--- config.mk ---
export PLATFORM = sky130hd
export DESIGN_NAME = hsp_weights
export DESIGN_NICKNAME = d
export VERILOG_FILES = /design/src/rtl/core/hsp_pkg.sv /design/src/rtl/core/hsp_weights.sv
export SDC_FILE = /design/constraint.sdc
export NUM_CORES = 2
export LEC_CHECK = 0
export ABC_AREA = 1
export BUFFER_PORTS_ARGS = -buffer_cell sky130_fd_sc_hd__buf_2
export CAP_MARGIN = 15
export CORE_UTILIZATION = 70
export CTS_CLUSTER_DIAMETER = 80
export DETAILED_ROUTE_END_ITERATION = 6
export GPL_ROUTABILITY_DRIVEN = 0
export HOLD_SLACK_MARGIN = 0.12
export PLACE_DENSITY_LB_ADDON = 0.08
export SLEW_MARGIN = 25
export SYNTH_ARGS = -nofsm -noshare
export SYNTH_HDL_FRONTEND = slang
export SYNTH_SLANG_ARGS = --single-unit
--- constraint.sdc ---
create_clock -name clk -period 21.5 [get_ports clk]
set_input_delay 5.375 -clock clk [delete_from_list [all_inputs] [get_ports clk]]
set_output_delay 5.375 -clock clk [all_outputs]
set_load 0.01 [all_outputs]
--- src/rtl/core/hsp_pkg.sv ---
package hsp_pkg;

  localparam int FRAC_BITS = 8;
  localparam int ONE       = 1 << FRAC_BITS;
  localparam int MAX_KNOTS = 1024;
  localparam int KNOT_AW   = $clog2(MAX_KNOTS);
  localparam int COORD_W   = 16;
  localparam int WEIGHT_W  = 18;
  localparam int SET_W     = 13;

  typedef enum logic [2:0] {
    REG_TENSION    = 3'd0,
    REG_CONTINUITY = 3'd1,
    REG_BIAS       = 3'd2,
    REG_CLOSED     = 3'd3,
    REG_KNOT_COUNT = 3'd4,
    REG_STEPS      = 3'd5
  } reg_idx_t;

  // tangent weights: din c1, din c2, dout c1, dout c2
  typedef struct packed {
    logic signed [WEIGHT_W-1:0] k0;
    logic signed [WEIGHT_W-1:0] k1;
    logic signed [WEIGHT_W-1:0] k2;
    logic signed [WEIGHT_W-1:0] k3;
  } weights_t;

  // setting / 5 in fixed point, rounded then truncated toward zero
  // (v*65536 + 640) / 1280 reduces to (512*v + 5) / 10, done on the magnitude
  // with a reciprocal multiply
  function automatic logic signed [SET_W-1:0] scale_fifth(input logic signed [5:0] v);
    logic signed [15:0] num;
    logic [15:0]        mag;
    logic [35:0]        prod;
    logic [SET_W-1:0]   q;
    num  = 16'(v) * 16'(2 * ONE) + 16'sd5;
    mag  = (num < 0) ? 16'(-num) : 16'(num);
    prod = 36'(mag) * 36'd52429;
    q    = prod[19+SET_W-1:19];
    return (num < 0) ? -$signed(q) : $signed(q);
  endfunction

endpackage

--- src/rtl/core/hsp_weights.sv ---
module hsp_weights (
  input  logic                clk,
  input  logic signed [5:0]   tension,
  input  logic signed [5:0]   continuity,
  input  logic signed [5:0]   bias_setting,
  output hsp_pkg::weights_t   kw
);

  logic signed [hsp_pkg::SET_W-1:0] t, c, b;
  logic signed [19:0] tc1, tc2;
  logic signed [13:0] opb, omb;
  logic signed [25:0] x0, x1, x2, x3;

  logic signed [13:0] omt, opc, omc;
  logic signed [27:0] pr1, pr2;
  logic signed [33:0] q0, q1, q2, q3;

  function automatic logic signed [hsp_pkg::WEIGHT_W-1:0] half_round(
      input logic signed [25:0] x);
    logic signed [26:0] y;
    logic signed [26:0] r;
    y = 27'(x) + 27'sd1;
    if (y < 0) r = -((-y) >>> 1);
    else       r = y >>> 1;
    return r[hsp_pkg::WEIGHT_W-1:0];
  endfunction

  always_comb begin
    omt = 14'(hsp_pkg::ONE) - 14'(t);
    opc = 14'(hsp_pkg::ONE) + 14'(c);
    omc = 14'(hsp_pkg::ONE) - 14'(c);
    pr1 = 28'(omt) * 28'(omc);
    pr2 = 28'(omt) * 28'(opc);
    q0  = 34'(tc1) * 34'(opb);
    q1  = 34'(tc2) * 34'(omb);
    q2  = 34'(tc2) * 34'(opb);
    q3  = 34'(tc1) * 34'(omb);
  end

  // four-stage pipeline, free running on the settings
  always_ff @(posedge clk) begin
    t   <= hsp_pkg::scale_fifth(tension);
    c   <= hsp_pkg::scale_fifth(continuity);
    b   <= hsp_pkg::scale_fifth(bias_setting);
    tc1 <= pr1[27:8];
    tc2 <= pr2[27:8];
    opb <= 14'(hsp_pkg::ONE) + 14'(b);
    omb <= 14'(hsp_pkg::ONE) - 14'(b);
    x0  <= q0[33:8];
    x1  <= q1[33:8];
    x2  <= q2[33:8];
    x3  <= q3[33:8];
    kw.k0 <= half_round(x0);
    kw.k1 <= half_round(x1);
    kw.k2 <= half_round(x2);
    kw.k3 <= half_round(x3);
  end

endmodule

==> summary.txt <==
Synth
  – Post-Syn Area: roughly 77000 um^2
  – Biggest area consumer among synthesized cells: fa_1
  – Dominant cells by area after synthesis: fa_1 40%, ha_1 12%, inv_1 12%
  – Post-synth top flop: dfxtp_1
  – Synthesized flop and latch total: 282
  – Register area share after synthesis: 0.07376
  – Synth cell types: 56
  – EDFF count, synth: 0
  – Synthesized net count: 11970
  – Post-synth ARST share: 0
  – Synth warn: 0
  – Synthesized area per cell: 7.907 um^2
  – Gate count of the mapped netlist: 9679
  – Yosys top cell area share: 0.4041

Routing
  – Drt via density: 5.618
  – WL per Instance: between 15 and 20 um
  – DRT Pass-1 Iters: 7
  – Antenna Nets Post-Route: 0
  – Post-Route WL: approximately 190 mm
  – 1st-iter DRT viols: 5203
  – Drc violations: 1
  – Vias: 61880

CTS
  – Hold-fix buffers, CTS: 0
  – TritonCTS buffer count: 39
  – Clock tree buffer depth: 3
  – CTS Root Cell: clkbuf_16
  – Clk sinks: 282
  – Worst-Skew Late Latency: between 600 and 700 ps
  – Clock-pin slew on the worst setup and hold paths: 60 ps
  – Post-CTS sizing: 0
  – H-tree Lvls: 2
  – CTS tree: yes
  – Setup Buffers After CTS: 0

STA
  – Setup violators final: 0
  – Slew Viols, Final: 0
  – Fin Setup TNS: 0 ps
  – Peak Freq: ~90 MHz
  – Final Hold Viols: 0
  – Slew Limit Headroom: 0.2736
  – Tcrit/Tclk final: 0.5184
  – RSZ-0062 raised after global routing: no
  – Worst Setup Slack, final: 10350 ps
  – Worst setup skew after layout: between 30 and 40 ps
  – Slew of the pin with the lowest slew margin: 1086 ps
  – Fin crit period: 11150 ps

Floorplanning
  – Core Rows: 120
  – Horiz. Die Dim: 332.7 um
  – Die height: ~330 um
  – Core footprint: 107800 um^2
  – Die area: 110700 um^2
  – Initial Utilization: 0.7100
  – # IOs: 91

GRT
  – Largest net degree at the start of global routing: approximately 40
  – Gr usage total: 0.3551
  – Global route overflow: 0
  – Initial antenna violation count: 1
  – First-pass GRT wire length: 317.9 mm
  – Vias in the first global route: between 60000 and 70000

Place
  – Port bufs: 90
  – DP Wirelength: 151.8 mm
  – Place WS: just under 10000 ps

Critical path
  – WP data arrival: about 12000 ps
  – R2R Path End: tc1[19]
  – Endpoint class of the critical path: flop
  – Reg2Reg Launch Point: t[0]
  – CP top delay family: adder cells
  – CP Depth: 26
  – Worst Setup Start Kind: primary input
  – CP max-delay cell: fa_1
  – Critical setup path kind: in -> reg
  – Largest stage delay, worst path: 520 ps
  – Crit-path max FO: 29
  – R2r setup slk: 12400 ps
  – Worst Reg-to-Reg Cells: 28
  – Worst path required time: 22030 ps
  – CP dominant cell by count: ha_1
  – Worst Path Buf+Inv: 5

Cells and area
  – Area growth syn-to-layout: 3.956%
  – Most common cell after layout, fill and taps aside: inv_1
  – Layout cells sized above 1: 0.03330
  – Filler Cell Count: ~8400
  – Most frequent cells in the layout: 2419 x inv_1, 2281 x nand2_1, 1545 x fa_1
  – Reg area: between 5000 and 6000 um^2
  – Fin nets: 11880
  – Multi-input gate area: 60580 um^2

Job
  – MaxCap Viol Count: 0

Worst hold path
  – Beginning of the worst hold path: b[7]
  – Hold path depth: 0
  – Hold Path Class: reg -> reg
  – Worst Hold End: opb[7]

Status
  – Failing checks: DRC
  – Outcome: finished with violations
==> worst max path at each step <==
stage | start | to | slack [ps]
after floorplan | continuity[5] | c[10] | 10920
final | continuity[5] | c[10] | 10350
after global routing | tension[5] | t[10] | 9800
after global placement | tension[5] | t[10] | 9990
after detailed placement | tension[5] | t[12] | 9860
after CTS | tension[5] | t[12] | 10500
==> metrics by stage <==
stage,hold slack (ps),std cells,area [um^2],util
floorplan,351.1,9679,76540,-
global placement,379.7,10940,78130,0.7247
detailed placement,378.7,10940,78130,0.7247
CTS,385.3,11010,79560,0.7380
global route,396.6,11010,79560,0.7380
finish,393.4,11010,79560,0.7380
==> synth_stat cells, drive strengths merged (22+ instances only) <==
library cell,instances
buf,34
xnor2,150
ha,731
xor2,217
clkbuf,267
nand4,100
dfxtp,282
o21ai,248
nor2,598
nand2,2296
inv,2427
nor3,57
a21oi,296
o21bai,23
nand3,222
a21o,22
fa,1545
==> per-layer routing <==
layer	track usage	routed length [um]
met1	0.4773	76480
met2	0.5818	88470
met3	0.06979	17300
met4	0.1118	6019
met5	0	0
==> cell families (layout without fill, tap and decap cells) <==
group                    Yosys count  in the layout  share of synthesized area
AND/OR/NAND/NOR                 3335           3335                     0.1765
other                              0              2                          0
AO/OA/AOI/OAI                    681            681                    0.04911
flip-flops                       282            282                    0.07376
XOR/XNOR                         367            367                    0.04229
buffers and inverters           2738           2668                     0.1347
adder cells (fa/ha/maj)         2276           2276                     0.5236
==> registers in the layout (all words and copies together), names as in the netlist, 14 cells and up <==
| register | cells |
|---|---|
| tc1 | 20 |
| x3 | 26 |
| x0 | 26 |
| kw | 72 |
| tc2 | 20 |
| x1 | 26 |
| x2 | 26 |
| omb | 14 |
==> final cells by class <==
cell class | instances | share of cell area
Clock buffer | 47 | 0.01340
Multi-Input combinational cell | 6659 | 0.7614
Sequential cell | 282 | 0.07095
Timing Repair Buffer | 163 | 0.01255
Tap cell | 1403 | 0.02206
Clock inverter | 21 | 0.004592
Antenna cell | 2 | 0.00006290
Inverter | 2437 | 0.1150
Power is left out: the tool's default activity adds up to more than one toggle a clock period on the data nets, which glitch-free logic cannot reach.
